==> src/slc_pkg.sv <==
`timescale 1ns / 1ps
`default_nettype none
// ----------------------------------------------------------------------------
// slc_pkg
// Shared types and constants of the source line comment classifier.
// ----------------------------------------------------------------------------
package slc_pkg;

	typedef struct packed {
		logic [7:0] char_code;
		logic       has_char;
		logic       line_end;
	} slc_item_t;

	typedef struct packed {
		logic [1:0] line_class;
		logic       in_block_comment;
	} slc_result_t;

	localparam logic [1:0] CLASS_EMPTY        = 2'd0;
	localparam logic [1:0] CLASS_COMMENT      = 2'd1;
	localparam logic [1:0] CLASS_CODE_COMMENT = 2'd2;
	localparam logic [1:0] CLASS_CODE         = 2'd3;

	localparam logic [7:0] CH_SLASH = 8'h2f;
	localparam logic [7:0] CH_STAR  = 8'h2a;

	localparam int QUEUE_DEPTH = 4;
	localparam int QUEUE_PTR_W = 2;

endpackage
`default_nettype wire

==> src/slc_front.sv <==
`timescale 1ns / 1ps
`default_nettype none
// ----------------------------------------------------------------------------
// slc_front
// Scans one character per cycle while the queue is not full, tracks tags and
// whitespace positions of the line and classifies it on its last request.
// ----------------------------------------------------------------------------
module slc_front
	import slc_pkg::*;
#(
	parameter int MAX_LINE = 4096
) (
	input  wire logic        clk,
	input  wire logic        arst_n,
	input  wire logic        push,
	input  wire slc_item_t   item,
	input  wire logic        queue_full,
	output logic             full,
	output logic             res_push,
	output slc_result_t      res_data
);

	localparam int POS_W = $clog2(MAX_LINE);
	localparam logic [POS_W-1:0] POS_LAST = POS_W'(MAX_LINE - 1);

	function automatic logic is_space(input logic [7:0] c);
		is_space = (c == 8'd32) || (c == 8'd9) || (c == 8'd10) ||
			(c == 8'd11) || (c == 8'd12) || (c == 8'd13);
	endfunction

	logic             comment_open_q;
	logic [POS_W-1:0] pos_q;
	logic [7:0]       prev_q;
	logic             seen_q;
	logic [POS_W-1:0] first_q;
	logic [POS_W-1:0] last_q;
	logic             ltag_q;
	logic [POS_W-1:0] ltag_pos_q;
	logic             btag_q;
	logic [POS_W-1:0] btag_pos_q;

	logic [POS_W-1:0] pos_n, first_n, last_n, ltag_pos_n, btag_pos_n, start;
	logic [7:0]       prev_n;
	logic             seen_n, ltag_n, btag_n, block_hit, accept, whole;
	logic [1:0]       cls;
	logic             open_after;

	assign full   = queue_full;
	assign accept = push && !full;
	assign start  = (pos_q != '0) ? pos_q - 1'b1 : '0;

	always_comb begin
		pos_n      = pos_q;
		prev_n     = prev_q;
		seen_n     = seen_q;
		first_n    = first_q;
		last_n     = last_q;
		ltag_n     = ltag_q;
		ltag_pos_n = ltag_pos_q;
		btag_n     = btag_q;
		btag_pos_n = btag_pos_q;
		block_hit  = 1'b0;
		if (item.has_char) begin
			if (!is_space(item.char_code)) begin
				if (!seen_q) begin
					seen_n  = 1'b1;
					first_n = pos_q;
				end
				last_n = pos_q;
			end
			if (comment_open_q) begin
				block_hit = (prev_q == CH_STAR) && (item.char_code == CH_SLASH);
			end else begin
				block_hit = (prev_q == CH_SLASH) && (item.char_code == CH_STAR);
			end
			if (block_hit && !btag_q) begin
				btag_n     = 1'b1;
				btag_pos_n = start;
			end
			if ((prev_q == CH_SLASH) && (item.char_code == CH_SLASH) && !ltag_q) begin
				ltag_n     = 1'b1;
				ltag_pos_n = start;
			end
			prev_n = item.char_code;
			if (pos_q != POS_LAST) begin
				pos_n = pos_q + 1'b1;
			end
		end
	end

	// line classification on the updated line state
	always_comb begin
		open_after = comment_open_q;
		whole      = 1'b0;
		if (!seen_n) begin
			cls = CLASS_EMPTY;
		end else if (btag_n) begin
			if (comment_open_q) begin
				whole = ({1'b0, btag_pos_n} + 1'b1) == {1'b0, last_n};
			end else begin
				whole = (btag_pos_n == first_n);
			end
			cls        = whole ? CLASS_COMMENT : CLASS_CODE_COMMENT;
			open_after = !comment_open_q;
		end else if (comment_open_q) begin
			cls = CLASS_COMMENT;
		end else if (ltag_n) begin
			cls = (ltag_pos_n == first_n) ? CLASS_COMMENT : CLASS_CODE_COMMENT;
		end else begin
			cls = CLASS_CODE;
		end
	end

	assign res_push                  = accept && item.line_end;
	assign res_data.line_class       = cls;
	assign res_data.in_block_comment = open_after;

	always_ff @(posedge clk or negedge arst_n) begin
		if (!arst_n) begin
			comment_open_q <= 1'b0;
			pos_q          <= '0;
			prev_q         <= '0;
			seen_q         <= 1'b0;
			first_q        <= '0;
			last_q         <= '0;
			ltag_q         <= 1'b0;
			ltag_pos_q     <= '0;
			btag_q         <= 1'b0;
			btag_pos_q     <= '0;
		end else if (accept) begin
			if (item.line_end) begin
				comment_open_q <= open_after;
				pos_q          <= '0;
				prev_q         <= '0;
				seen_q         <= 1'b0;
				first_q        <= '0;
				last_q         <= '0;
				ltag_q         <= 1'b0;
				ltag_pos_q     <= '0;
				btag_q         <= 1'b0;
				btag_pos_q     <= '0;
			end else begin
				pos_q      <= pos_n;
				prev_q     <= prev_n;
				seen_q     <= seen_n;
				first_q    <= first_n;
				last_q     <= last_n;
				ltag_q     <= ltag_n;
				ltag_pos_q <= ltag_pos_n;
				btag_q     <= btag_n;
				btag_pos_q <= btag_pos_n;
			end
		end
	end

endmodule
`default_nettype wire

==> src/slc_queue.sv <==
`timescale 1ns / 1ps
`default_nettype none
// ----------------------------------------------------------------------------
// slc_queue
// Short first-in first-out queue of line results between front and back.
// ----------------------------------------------------------------------------
module slc_queue
	import slc_pkg::*;
(
	input  wire logic        clk,
	input  wire logic        arst_n,
	input  wire logic        wr_en,
	input  wire slc_result_t wr_data,
	output logic             full,
	output logic             rd_valid,
	input  wire logic        rd_en,
	output slc_result_t      rd_data
);

	slc_result_t            entry_q [QUEUE_DEPTH];
	logic [QUEUE_PTR_W-1:0] wr_ptr_q;
	logic [QUEUE_PTR_W-1:0] rd_ptr_q;
	logic [QUEUE_PTR_W:0]   count_q;
	logic                   do_wr, do_rd;

	assign full     = (count_q == (QUEUE_PTR_W + 1)'(QUEUE_DEPTH));
	assign rd_valid = (count_q != '0);
	assign rd_data  = entry_q[rd_ptr_q];
	assign do_wr    = wr_en && !full;
	assign do_rd    = rd_en && rd_valid;

	always_ff @(posedge clk) begin
		if (do_wr) begin
			entry_q[wr_ptr_q] <= wr_data;
		end
	end

	always_ff @(posedge clk or negedge arst_n) begin
		if (!arst_n) begin
			wr_ptr_q <= '0;
			rd_ptr_q <= '0;
			count_q  <= '0;
		end else begin
			if (do_wr) begin
				wr_ptr_q <= wr_ptr_q + 1'b1;
			end
			if (do_rd) begin
				rd_ptr_q <= rd_ptr_q + 1'b1;
			end
			if (do_wr && !do_rd) begin
				count_q <= count_q + 1'b1;
			end else if (do_rd && !do_wr) begin
				count_q <= count_q - 1'b1;
			end
		end
	end

endmodule
`default_nettype wire

==> src/slc_back.sv <==
`timescale 1ns / 1ps
`default_nettype none
// ----------------------------------------------------------------------------
// slc_back
// Output register that presents the oldest line result to the consumer.
// ----------------------------------------------------------------------------
module slc_back
	import slc_pkg::*;
(
	input  wire logic        clk,
	input  wire logic        arst_n,
	input  wire logic        src_valid,
	input  wire slc_result_t src_data,
	output logic             take,
	output logic             empty,
	input  wire logic        pop,
	output slc_result_t      result
);

	logic        valid_q;
	slc_result_t data_q;

	assign take   = src_valid && (!valid_q || pop);
	assign empty  = !valid_q;
	assign result = data_q;

	always_ff @(posedge clk) begin
		if (take) begin
			data_q <= src_data;
		end
	end

	always_ff @(posedge clk or negedge arst_n) begin
		if (!arst_n) begin
			valid_q <= 1'b0;
		end else if (take) begin
			valid_q <= 1'b1;
		end else if (pop) begin
			valid_q <= 1'b0;
		end
	end

endmodule
`default_nettype wire

==> src/source_line_comment_classifier_core.sv <==
`timescale 1ns / 1ps
`default_nettype none
// ----------------------------------------------------------------------------
// source_line_comment_classifier_core
// Classifies source lines as empty, comment, code with comment or code.
// A line-ending result goes through the result queue into the output register.
// Throughput: one character request per cycle; full rises only while the
// four-entry result queue is full.
// Reset: arst_n clears the comment state, line state, queue and output valid flag.
// ----------------------------------------------------------------------------
module source_line_comment_classifier_core
	import slc_pkg::*;
#(
	parameter int MAX_LINE = 4096
) (
	input  wire logic        clk,
	input  wire logic        arst_n,
	input  wire logic        push,
	output logic             full,
	input  wire slc_item_t   item,
	output logic             empty,
	input  wire logic        pop,
	output slc_result_t      result
);

	logic        queue_full, res_push, q_valid, q_take;
	slc_result_t res_data, q_data;

	slc_front #(
		.MAX_LINE(MAX_LINE)
	) u_front (
		.clk       (clk),
		.arst_n    (arst_n),
		.push      (push),
		.item      (item),
		.queue_full(queue_full),
		.full      (full),
		.res_push  (res_push),
		.res_data  (res_data)
	);

	slc_queue u_queue (
		.clk     (clk),
		.arst_n  (arst_n),
		.wr_en   (res_push),
		.wr_data (res_data),
		.full    (queue_full),
		.rd_valid(q_valid),
		.rd_en   (q_take),
		.rd_data (q_data)
	);

	slc_back u_back (
		.clk      (clk),
		.arst_n   (arst_n),
		.src_valid(q_valid),
		.src_data (q_data),
		.take     (q_take),
		.empty    (empty),
		.pop      (pop),
		.result   (result)
	);

endmodule
`default_nettype wire

==> config.mk <==
export PLATFORM = sky130hd
export DESIGN_NAME = source_line_comment_classifier_core
export DESIGN_NICKNAME = d
export VERILOG_FILES = /design/src/slc_pkg.sv /design/src/slc_front.sv /design/src/slc_queue.sv /design/src/slc_back.sv /design/src/source_line_comment_classifier_core.sv
export SDC_FILE = /design/constraint.sdc
export NUM_CORES = 1
export LEC_CHECK = 0
export CORE_MARGIN = 4
export CORE_UTILIZATION = 60
export CTS_CLUSTER_SIZE = 40
export DETAILED_ROUTE_END_ITERATION = 8
export DONT_BUFFER_PORTS = 1
export MAX_ROUTING_LAYER = met4
export PLACE_DENSITY = 0.76
export SLEW_MARGIN = 10
export SYNTH_ARGS = -nofsm -noshare
export SYNTH_HDL_FRONTEND = slang
export SYNTH_SLANG_ARGS = --single-unit
==> constraint.sdc <==
create_clock -name clk -period 5.8 [get_ports clk]
set_input_delay 1.16 -clock clk [delete_from_list [all_inputs] [get_ports clk]]
set_output_delay 1.16 -clock clk [all_outputs]
set_load 0.1 [all_outputs]
# Yosys cells after proc, flatten, opt, wreduce, memory -nomap -nowiden

Memories as Yosys holds them, arrays and structs flattened. A register that Yosys moved wholly into a read port is not among the register bits.
Index checks and enable logic that the tools add are counted.
W data, S select, Z words.

$add $sub $neg: 7
Multipliers: 0
Divide/modulo/power cells: 0
$lt $le $gt $ge: 0
Equal/unequal tests: 15
Shifts and indexed selects: 0
Mux-type cells: 47
Bitwise logic cells: 0
Reductions and logical operators: 34

Operators with widths:

| operator                | number |
|---|---|
| $mux W12                | 17 |
| $eq A8 B4 Y1 const B    | 5 |
| $eq A8 B6 Y1 const B    | 5 |
| $eq A12 B12 Y1          | 2 |
| $mux W1                 | 20 |
| $mux W8                 | 2 |
| $add A12 B1 Y13 const B | 1 |
| $eq A13 B12 Y1          | 1 |
| $add A12 B1 Y12 const B | 1 |
| $logic_and A1 B1 Y1     | 12 |
| $mux W2                 | 6 |
| $ne A12 B12 Y1 const B  | 1 |
| $reduce_bool A12 Y1     | 1 |
| $sub A12 B1 Y12 const B | 1 |
| $reduce_bool A2 Y1      | 4 |
| $logic_not A1 Y1        | 7 |
| $logic_or A1 B1 Y1      | 6 |
| $mux W3                 | 2 |
| $add A2 B1 Y2 const B   | 2 |
| $reduce_and A2 Y1       | 2 |
| $add A3 B1 Y3 const B   | 1 |
| $eq A3 B3 Y1 const B    | 1 |
| $reduce_and A3 Y1       | 1 |
| $reduce_bool A3 Y1      | 1 |
| $sub A3 B1 Y3 const B   | 1 |

Register bits after elaboration: 80
Latch bits: 0
Bits in writable memories: 12
Bits in read-only memories: 0
Input bits: 14
Output and inout port bits: 5
Word-level logic and storage cells: 118
Memories kept: 1

Memories:

| memory          | depth | width | read ports | clocked after memory_dff | write ports | line            | source |
|---|---|---|---|---|---|---|---|
| u_queue.entry_q | 4     | 3     | 1          | 1                        | 1           | slc_queue.sv:20 | `slc_result_t entry_q [QUEUE_DEPTH];` |

# Depth between registers and ports, before layout

Gate-level depths: netlist of run 1.

Depth after elaboration: 15
Depth in mapped cells: 19
Depth with buffers taken out: 16

# Hierarchy

Synthesis of run 1 repeated with hierarchy kept, for this count alone.

Cell total of the unflattened synthesis: 589
Area total of the unflattened synthesis: 5890.6 µm²

Modules (own cells, without submodules):

| module    | instances | cells each | area an instance (µm²) | seq. area each (µm²) |
|---|---|---|---|---|
| slc_front | 1         | 530        | 4879.7                 | 1801.7 |
| slc_queue | 1         | 51         | 873.3                  | 535.5 |
| slc_back  | 1         | 8          | 137.6                  | 115.1 |

# Worst setup path after synthesis of run 1

Ideal clock, no wire load.

Path type: input-to-reg
Start: in item[6] (netlist name)
End: mem u_queue.entry_q[0][2] (netlist name) (data pin)
Library setup time: 270 ps
Arrival time: 4520 ps
Required time: 5530 ps
Path slack: 1009 ps
Stages on the path: 15
Buffers on the path: 2
Cell sequence: or3_1 -> or4_1 -> buf_2 -> nor3_4 -> buf_4 -> mux2i_1 -> inv_1 -> ha_1 -> nor3b_1 -> a31oi_1 -> nor2b_1 -> nor3_1 -> o32ai_1 -> a41o_1 -> a21oi_1

RTL lines:

| element         | line                                      | source |
|---|---|---|
| start, declared | source_line_comment_classifier_core.sv:20 | `input wire slc_item_t item,` |
| end, declared   | slc_queue.sv:20                           |  |

==> results of run 1 <==
through the flow:
stage / hold WS (ns) / area (um^2) / power, mW
floorplan: 0.4492 / 5772 / 1.443
global placement: 0.4631 / 5886 / 1.647
detailed placement: 0.4701 / 5886 / 1.666
CTS: 0.4498 / 6081 / 2.106
global route: 0.4434 / 6081 / 2.203
finish: 0.4549 / 6081 / 2.106
flip-flops by register name, indices dropped and copies added, names as in the netlist, 3 cells and up:
| signal | cells |
|---|---|
| u_front.first_q | 12 |
| u_back.result | 3 |
| u_front.prev_q | 8 |
| u_front.last_q | 12 |
| u_front.ltag_pos_q | 12 |
| u_queue.count_q | 3 |
| u_front.btag_pos_q | 12 |
| u_queue.entry_q | 12 |
| u_front.pos_q | 12 |
cell usage in the layout (no fill, tap or decap), types with 5 or more instances in the layout:
cell,instances
sky130_fd_sc_hd__dfrtp_1,80
sky130_fd_sc_hd__nand2_1,45
sky130_fd_sc_hd__mux2i_1,42
sky130_fd_sc_hd__a22o_1,41
sky130_fd_sc_hd__nor2_1,38
sky130_fd_sc_hd__xnor2_1,30
sky130_fd_sc_hd__xor2_1,29
sky130_fd_sc_hd__o21ai_0,27
sky130_fd_sc_hd__a21oi_1,24
sky130_fd_sc_hd__inv_1,15
sky130_fd_sc_hd__edfxtp_1,15
sky130_fd_sc_hd__nor3_1,14
sky130_fd_sc_hd__nand3_1,14
sky130_fd_sc_hd__and3_1,12
sky130_fd_sc_hd__nand4_1,10
sky130_fd_sc_hd__nor4_1,9
sky130_fd_sc_hd__mux2_2,9
sky130_fd_sc_hd__ha_1,9
sky130_fd_sc_hd__clkbuf_8,9
sky130_fd_sc_hd__nand2b_1,7
sky130_fd_sc_hd__buf_4,7
sky130_fd_sc_hd__a31oi_1,6
sky130_fd_sc_hd__nor2b_1,6
sky130_fd_sc_hd__nor3b_1,5
cell type report:
cell class	count	area (um^2)
inverter	16	60.06
fill	780	3203
clock buffer	9	123.9
multi-input combinational	439	3134
sequential	95	2452
timing repair buffer	8	77.57
clock inverter	7	71.32
tap	129	161.4
power groups by stage:
stage	Sequential (mW)	Combinational (mW)	Clock, mW
floorplan	0.881	0.562	0
global route	0.915	0.813	0.475
CTS	0.905	0.752	0.449
global placement	0.912	0.735	0
finish	0.903	0.762	0.441
detailed placement	0.918	0.747	0
worst max-delay path, cell delays in order:
cell and delay, ns:
sky130_fd_sc_hd__or3_1 0.41, sky130_fd_sc_hd__or4_1 0.68, sky130_fd_sc_hd__nor3_4 0.46, sky130_fd_sc_hd__mux2i_1 0.37, sky130_fd_sc_hd__inv_1 0.08, sky130_fd_sc_hd__ha_1 0.29, sky130_fd_sc_hd__nand2_1 0.09, sky130_fd_sc_hd__nor2_1 0.06
sky130_fd_sc_hd__a31oi_1 0.37, sky130_fd_sc_hd__nor2b_1 0.18, sky130_fd_sc_hd__nor3_1 0.06, sky130_fd_sc_hd__o32ai_1 0.34, sky130_fd_sc_hd__a41o_1 0.30, sky130_fd_sc_hd__a21oi_1 0.14
worst max path at each step:
stage          cells after the start               endpoint    start  slack [ns]
6_report                          14  u_queue.entry_q[1][2]  item[6]        0.91
4_1_cts                           14  u_queue.entry_q[1][2]  item[6]        1.00
3_5_place_dp                      14  u_queue.entry_q[2][2]  item[6]        0.64
3_3_place_gp                      14  u_queue.entry_q[0][2]  item[6]        0.82
2_1_floorplan                     15  u_queue.entry_q[0][2]  item[6]        1.01
5_1_grt                           14  u_queue.entry_q[1][2]  item[6]        0.73
metal layers:
layer / track usage [%] / vias up / wire, um
met5: - / - / 0
met4: 12.86 / 0 / 578
met3: 3.825 / 35 / 1067
met2: 45.08 / 198 / 7306
met1: 37.61 / 2213 / 6465
li1: - / 2095 / -
cell families after synthesis:
family                     synth area share, %
AOI/OAI and AO/OA                        15.22
xor gates and xnor gates                 8.953
adders and majority gates                2.298
buffers and inverters                    3.425
DFF                                      42.49
muxes                                    10.47
and+or+nand+nor                          17.15
==> Implementation_results.wiki, run 1 <==
{| class="wikitable"
! Metric !! Value
|-
| Part of the total power dissipated in combinational logic || 36.2%
|-
| Clock power share || 20.9%
|-
| Nets || 593
|-
| Placement Setup Slack || 0.6418 ns
|-
| Share of total power consumed by net switching || 42.78%
|-
| Most frequent cells after synthesis || sky130_fd_sc_hd__dfrtp_1 (80), sky130_fd_sc_hd__nand2_1 (45), sky130_fd_sc_hd__mux2i_1 (42), sky130_fd_sc_hd__a22o_1 (41), sky130_fd_sc_hd__nor2_1 (38)
|-
| Startpoint-to-endpoint class of the critical path || input pin to flip-flop
|-
| Area contributors post-synth || sky130_fd_sc_hd__dfrtp_1 (35%), sky130_fd_sc_hd__edfxtp_1 (7.8%), sky130_fd_sc_hd__mux2i_1 (7.3%)
|-
| Number of clock sinks seen by CTS || 95
|-
| Netlist cell types || 58
|-
| Sequential cell area fraction in the yosys report || 42.49%
|-
| Via count of the first global-routing pass || 4438
|-
| Initial cell density of the core || 62.17%
|-
| Dpl cells || 687
|-
| Highest Clock Rate || 204.7 MHz
|-
| Cell type contributing the most total cell area after synthesis || sky130_fd_sc_hd__dfrtp_1
|-
| Worst Skew || 0.01579 ns
|-
| Number of enable flip-flop cells after synthesis || 15
|-
| Inserted Diodes || 0
|-
| Number of rows created at floorplan || 35
|-
| Die W || 106.1 um
|-
| Boundary pin count || 19
|-
| Post-synth top flop || sky130_fd_sc_hd__dfrtp_1
|-
| DRC viols || 0
|-
| Height of the chip || 106.1 um
|-
| Post-synth top area share || 34.68%
|-
| Result of the run || completed
|-
| Total number of H-tree levels || 3
|-
| Clock edge transition at the registers on the reported setup and hold paths || 0.11 ns
|-
| DPL Wire Length || 11.11 mm
|-
| Required time of the worst setup path || 5.91 ns
|-
| CTS tree || done
|-
| Wire per inst || 21.93 um
|-
| Worst supply voltage drop on vdd || 0.0002549 V
|-
| Relative slew slack || 32.85%
|-
| Ratio of total power to cell area || 346.4 nW/um^2
|-
| Crit share post-route || 84.24%
|-
| Power Internal || 1.205 mW
|-
| Count of instances resized after the clock tree is built || 0
|-
| Number of clock buffers inserted by TritonCTS || 9
|-
| Slew Limit Fails || 0
|-
| P_sw || 901.1 uW
|-
| Tightest Pin Transition || 0.9996 ns
|-
| Setup slack of the most critical reg-to-reg path || 1.21 ns
|-
| Maximum capacitance violations || 0
|-
| R2r endpoint || u_queue.entry_q[1][2]
|-
| Routability congestion estimate from global placement || 0.9419
|-
| Clock buffer depth || 2
|-
| Capturing element type of the critical path || flip-flop
|-
| Wire length of the first global-routing pass || 24.32 mm
|-
| Synthesized netlist cell count || 584
|-
| Initial DRT Pass Iterations || 5
|-
| Post-synthesis average cell area || 9.883 um^2
|-
| Flops & latches, synth || 95
|-
| Util after Layout || 65.50%
|-
| Latest clock arrival within the worst-skew pair || 0.39 ns
|-
| Detail Route Antenna Nets || 0
|-
| Number of setup buffers added after CTS || 0
|-
| Area growth syn-to-layout || 5.354%
|-
| Peak fanout along the critical path || 9
|-
| Clock root buffer || sky130_fd_sc_hd__clkbuf_8
|-
| Core ar. || 9284 um^2
|-
| Via count normalized by instance count || 6.459
|-
| Non-Filler Instances || 703
|-
| Number of vias in the routed layout || 4541
|-
| RR Startpoint || u_front.prev_q[4]
|-
| Most used standard cell by instance count after synthesis || sky130_fd_sc_hd__dfrtp_1
|-
| Path class of the lowest-slack min-delay path || input pin to asynchronous set/reset pin
|-
| Overflow left after global routing || 0
|-
| Cell area after technology mapping || 5772 um^2
|-
| Largest net degree at the start of global routing || 81
|-
| Cell leakage power || 2.556 nW
|-
| Critical Path Start Type || input pin
|-
| Global router's overall resource usage || 28.74%
|-
| Post-Route WL || 15.42 mm
|-
| Arrival time at the worst endpoint || 5.00 ns
|-
| Period minus WS final || 4.886 ns
|-
| Final hold vios || 0
|-
| Yosys synthesis warning count || 0
|-
| Floorplan die area || 11250 um^2
|-
| Number of input and output port buffers inserted || 0
|-
| DRC marker count from the first detailed-route iteration || 394
|-
| Post-route setup slack || 0.9141 ns
|-
| Ratio of cells with drive above 1 in the final layout || 8.537%
|-
| R2r worst-path depth || 14
|-
| Fraction of synthesis flops using an asynchronous set or reset pin || 84.21%
|-
| Synthesized netlist net count || 608
|-
| # hold bufs at CTS || 0
|-
| Final Setup Violations || 0
|-
| Unrepaired setup endpoints after global routing || false
|-
| Flop pwr share || 42.9%
|-
| Antenna violations before repair || 0
|-
| TNS Setup || 0 ns
|}
(Power assumes the default switching activity.)
==> run 2, diff against run 1 <==
--- a/config.mk
+++ b/config.mk
@@ -5,8 +5,9 @@
 export SDC_FILE = /design/constraint.sdc
 export NUM_CORES = 1
 export LEC_CHECK = 0
+export ABC_AREA = 1
 export CORE_MARGIN = 4
-export CORE_UTILIZATION = 60
+export CORE_UTILIZATION = 58
 export CTS_CLUSTER_SIZE = 40
 export DETAILED_ROUTE_END_ITERATION = 8
 export DONT_BUFFER_PORTS = 1
==> constraint.sdc (replaced) <==
create_clock -name clk -period 4 [get_ports clk]
set_input_delay 0.8 -clock clk [delete_from_list [all_inputs] [get_ports clk]]
set_output_delay 0.8 -clock clk [all_outputs]
set_load 0.1 [all_outputs]
==> run 2 against run 1 <==
Synthesized cell count grew 34%; routed wire length fell by 2.0%; cell area increased by 1.9%; critical endpoint is now u_queue.entry_q[3][2]; synthesized area grew 2.4%.
==> Implementation_results.wiki, run 2 <==
{| class="wikitable"
! Metric !! Value
|-
| Result of the run || completed
|-
| TNS Setup || 0 ns (unchanged)
|-
| Tightest Pin Transition || 0.8884 ns (-0.1112 ns)
|-
| Number of rows created at floorplan || 36 (+2.9%)
|-
| Ratio of cells with drive above 1 in the final layout || 10.43% (+1.9 points)
|-
| Inserted Diodes || 0 (unchanged)
|-
| Wire per inst || 16.45 um (-25%)
|-
| Netlist cell types || 48 (-17%)
|-
| Height of the chip || 109.0 um (+2.7%)
|-
| Post-Route WL || 15.12 mm (-2.0%)
|-
| Count of instances resized after the clock tree is built || 0 (unchanged)
|-
| Clock buffer depth || 2 (unchanged)
|-
| Final hold vios || 0 (unchanged)
|-
| Worst Skew || 0.008732 ns (-0.007056 ns)
|-
| Number of clock buffers inserted by TritonCTS || 9 (unchanged)
|-
| Clock root buffer || sky130_fd_sc_hd__clkbuf_8
|-
| Routability congestion estimate from global placement || 0.9794 (+4.0%)
|-
| Fraction of synthesis flops using an asynchronous set or reset pin || 84.21% (unchanged)
|-
| Most used standard cell by instance count after synthesis || sky130_fd_sc_hd__nand2_1
|-
| Arrival time at the worst endpoint || 3.57 ns (-1.43 ns)
|-
| Overflow left after global routing || 0 (unchanged)
|-
| Slew Limit Fails || 0 (unchanged)
|-
| Path class of the lowest-slack min-delay path || input pin to asynchronous set/reset pin
|-
| Yosys synthesis warning count || 0 (unchanged)
|-
| Period minus WS final || 3.438 ns
|-
| Via count normalized by instance count || 5.812 (-10%)
|-
| CTS tree || done
|-
| Most frequent cells after synthesis || sky130_fd_sc_hd__nand2_1 (189), sky130_fd_sc_hd__inv_1 (97), sky130_fd_sc_hd__dfrtp_1 (80), sky130_fd_sc_hd__nor2_1 (71), sky130_fd_sc_hd__o21ai_0 (66)
|-
| Largest net degree at the start of global routing || 81 (unchanged)
|-
| DRC marker count from the first detailed-route iteration || 435 (+10%)
|-
| Crit share post-route || 85.94%
|-
| Post-synthesis average cell area || 7.533 um^2 (-24%)
|-
| # hold bufs at CTS || 0 (unchanged)
|-
| Wire length of the first global-routing pass || 25.22 mm (+3.7%)
|-
| Final Setup Violations || 0 (unchanged)
|-
| Sequential cell area fraction in the yosys report || 41.47% (-1.0 points)
|-
| Critical Path Start Type || flip-flop
|-
| Worst supply voltage drop on vdd || 0.0003347 V (+31%)
|-
| Global router's overall resource usage || 28.35% (-0.40 points)
|-
| RR Startpoint || u_front.pos_q[0]
|-
| Number of input and output port buffers inserted || 0 (unchanged)
|-
| Area growth syn-to-layout || 4.824%
|-
| DPL Wire Length || 11.23 mm (+1.1%)
|-
| Post-synth top flop || sky130_fd_sc_hd__dfrtp_1
|-
| Ratio of total power to cell area || 494.8 nW/um^2 (+43%)
|-
| R2r worst-path depth || 21 (+7)
|-
| Commonest non-fill, non-tap cell in the layout || sky130_fd_sc_hd__nand2_1
|-
| Clock edge transition at the registers on the reported setup and hold paths || 0.10 ns (about the same)
|-
| Core ar. || 9864 um^2 (+6.3%)
|-
| Min Hold Slack || 0.09319 ns (-0.3617 ns)
|-
| Via count of the first global-routing pass || 5044 (+14%)
|-
| Boundary pin count || 19 (unchanged)
|-
| Relative slew slack || 40.90% (+8.1 points)
|-
| DRC viols || 0 (unchanged)
|-
| Synthesized netlist cell count || 785 (+34%)
|-
| Floorplan die area || 11870 um^2 (+5.5%)
|-
| Flops & latches, synth || 95 (unchanged)
|-
| Die W || 109.0 um (+2.7%)
|-
| R2r endpoint || u_queue.entry_q[3][2]
|-
| Nets || 805 (+36%)
|-
| Synthesized netlist net count || 809 (+33%)
|-
| Setup slack of the most critical reg-to-reg path || 0.56 ns (-0.65 ns)
|-
| Initial cell density of the core || 59.94% (-2.2 points)
|-
| Capturing element type of the critical path || flip-flop
|-
| Required time of the worst setup path || 4.13 ns (-1.78 ns)
|-
| Number of enable flip-flop cells after synthesis || 15 (unchanged)
|-
| Post-synth top area share || 33.86% (-0.83 points)
|-
| Antenna violations before repair || 0 (unchanged)
|-
| Unrepaired setup endpoints after global routing || false
|-
| Area contributors post-synth || sky130_fd_sc_hd__dfrtp_1 (34%), sky130_fd_sc_hd__nand2_1 (12%), sky130_fd_sc_hd__edfxtp_1 (7.6%)
|-
| Highest Clock Rate || 290.9 MHz
|-
| Cell leakage power || 2.795 nW (+9.4%)
|-
| Number of setup buffers added after CTS || 0 (unchanged)
|-
| Initial DRT Pass Iterations || 5 (unchanged)
|-
| Maximum capacitance violations || 0 (unchanged)
|-
| Detail Route Antenna Nets || 0 (unchanged)
|-
| Peak fanout along the critical path || 10 (+1)
|-
| Top library cells by usage in the layout, fill and taps aside || sky130_fd_sc_hd__nand2_1 (189), sky130_fd_sc_hd__inv_1 (97), sky130_fd_sc_hd__dfrtp_1 (80), sky130_fd_sc_hd__nor2_1 (71), sky130_fd_sc_hd__o21ai_0 (66)
|-
| Total number of H-tree levels || 3 (unchanged)
|-
| Number of clock sinks seen by CTS || 95 (unchanged)
|-
| Cell type contributing the most total cell area after synthesis || sky130_fd_sc_hd__dfrtp_1
|-
| Number of vias in the routed layout || 5341 (+18%)
|-
| Cell area after technology mapping || 5913 um^2 (+2.4%)
|-
| Startpoint-to-endpoint class of the critical path || flip-flop to flip-flop
|-
| Latest clock arrival within the worst-skew pair || 0.38 ns (about the same)
|}
## run 2: cell count changes after synthesis, sizes merged, moves of 12 or more
cell and delta:
a21oi -12, o21ai +49, clkbuf -18, xor2 -14
inv +90, a22o -35, and3 -12, xnor2 -22
nor2 +53, nand2 +162, o22ai +25, mux2i -42
nand3 +48
## run 2: area by class of cell
| cell class | instances | area [um^2] |
|---|---|---|
| well taps | 133 | 166.4 |
| clock inverters | 7 | 68.82 |
| fillers | 913 | 3666 |
| inverters | 107 | 404.1 |
| multi-input cells | 561 | 2930 |
| repair buffers | 7 | 52.55 |
| clock buffers | 9 | 123.9 |
| flip-flops and latches | 95 | 2452 |
## run 2: kinds of logic after synthesis
kind of cell | count (synthesis) | share of synthesized area (%)
AO/OA/AOI/OAI | 139 | 13.56
AND/OR/NAND/NOR | 388 | 30.05
buffers and inverters | 129 | 9.077
XOR/XNOR | 23 | 3.407
flip-flops | 95 | 41.47
multiplexers | 1 | 0.1904
adder cells (fa/ha/maj) | 10 | 2.243
## run 2: how the worst max path moves through the flow
stage                       startpoint                     to  slack, ns
floorplan           u_queue.count_q[0]     u_queue.count_q[1]       0.68
global placement               item[9]  u_queue.entry_q[3][2]       0.47
detailed placement             item[9]  u_queue.entry_q[1][2]       0.39
CTS                   u_front.pos_q[0]  u_queue.entry_q[2][2]       0.60
global route          u_front.pos_q[0]  u_queue.entry_q[3][2]       0.26
finish                u_front.pos_q[0]  u_queue.entry_q[3][2]       0.56
## run 2: stage by stage
step | cells | total power [mW] | util, % | instance area, um^2 | setup slack [ns]
2_1_floorplan | 785 | 2.153 | - | 5913 | 0.6830
3_3_place_gp | 903 | 2.401 | 60.88 | 6006 | 0.4653
3_5_place_dp | 903 | 2.434 | 60.88 | 6006 | 0.3920
4_1_cts | 919 | 3.051 | 62.84 | 6198 | 0.5991
5_1_grt | 919 | 3.247 | 62.84 | 6198 | 0.2570
6_report | 919 | 3.067 | 62.84 | 6198 | 0.5623
## run 2: report_power, final
| part | internal (mW) | switching, mW | total (mW) | leakage, nW |
|---|---|---|---|---|
| combinational | 0.319 | 0.740 | 1.06 | 1.48 |
| clock | 0.241 | 0.387 | 0.628 | 0.0976 |
| sequential | 1.14 | 0.237 | 1.38 | 1.22 |
| total | 1.70 | 1.36 | 3.07 | 2.80 |
## run 2: routing by layer
layer / GRT usage, % / share of wire, %
met3: 3.197 / 6.2
met5: - / 0
met1: 38.97 / 46
met4: 11.00 / 2.8
met2: 43.29 / 45
## run 2: critical path, stage by stage (launching register included)
cell and delay (ns):
sky130_fd_sc_hd__dfrtp_1 0.43, sky130_fd_sc_hd__clkinv_1 0.27, sky130_fd_sc_hd__ha_1 0.29, sky130_fd_sc_hd__nand2_1 0.07, sky130_fd_sc_hd__nor2_2 0.06, sky130_fd_sc_hd__nand3_4 0.11
sky130_fd_sc_hd__inv_2 0.09, sky130_fd_sc_hd__nor2_1 0.24, sky130_fd_sc_hd__nand3_2 0.12, sky130_fd_sc_hd__nand2_2 0.16, sky130_fd_sc_hd__ha_1 0.20, sky130_fd_sc_hd__nand2_1 0.14
sky130_fd_sc_hd__nor2_4 0.18, sky130_fd_sc_hd__nand2_1 0.08, sky130_fd_sc_hd__xor2_1 0.13, sky130_fd_sc_hd__nand3_1 0.09, sky130_fd_sc_hd__nor2_1 0.11, sky130_fd_sc_hd__nand2_1 0.06
sky130_fd_sc_hd__nand2_1 0.11, sky130_fd_sc_hd__nand2_1 0.09, sky130_fd_sc_hd__nand2_1 0.07, sky130_fd_sc_hd__nor2_1 0.07
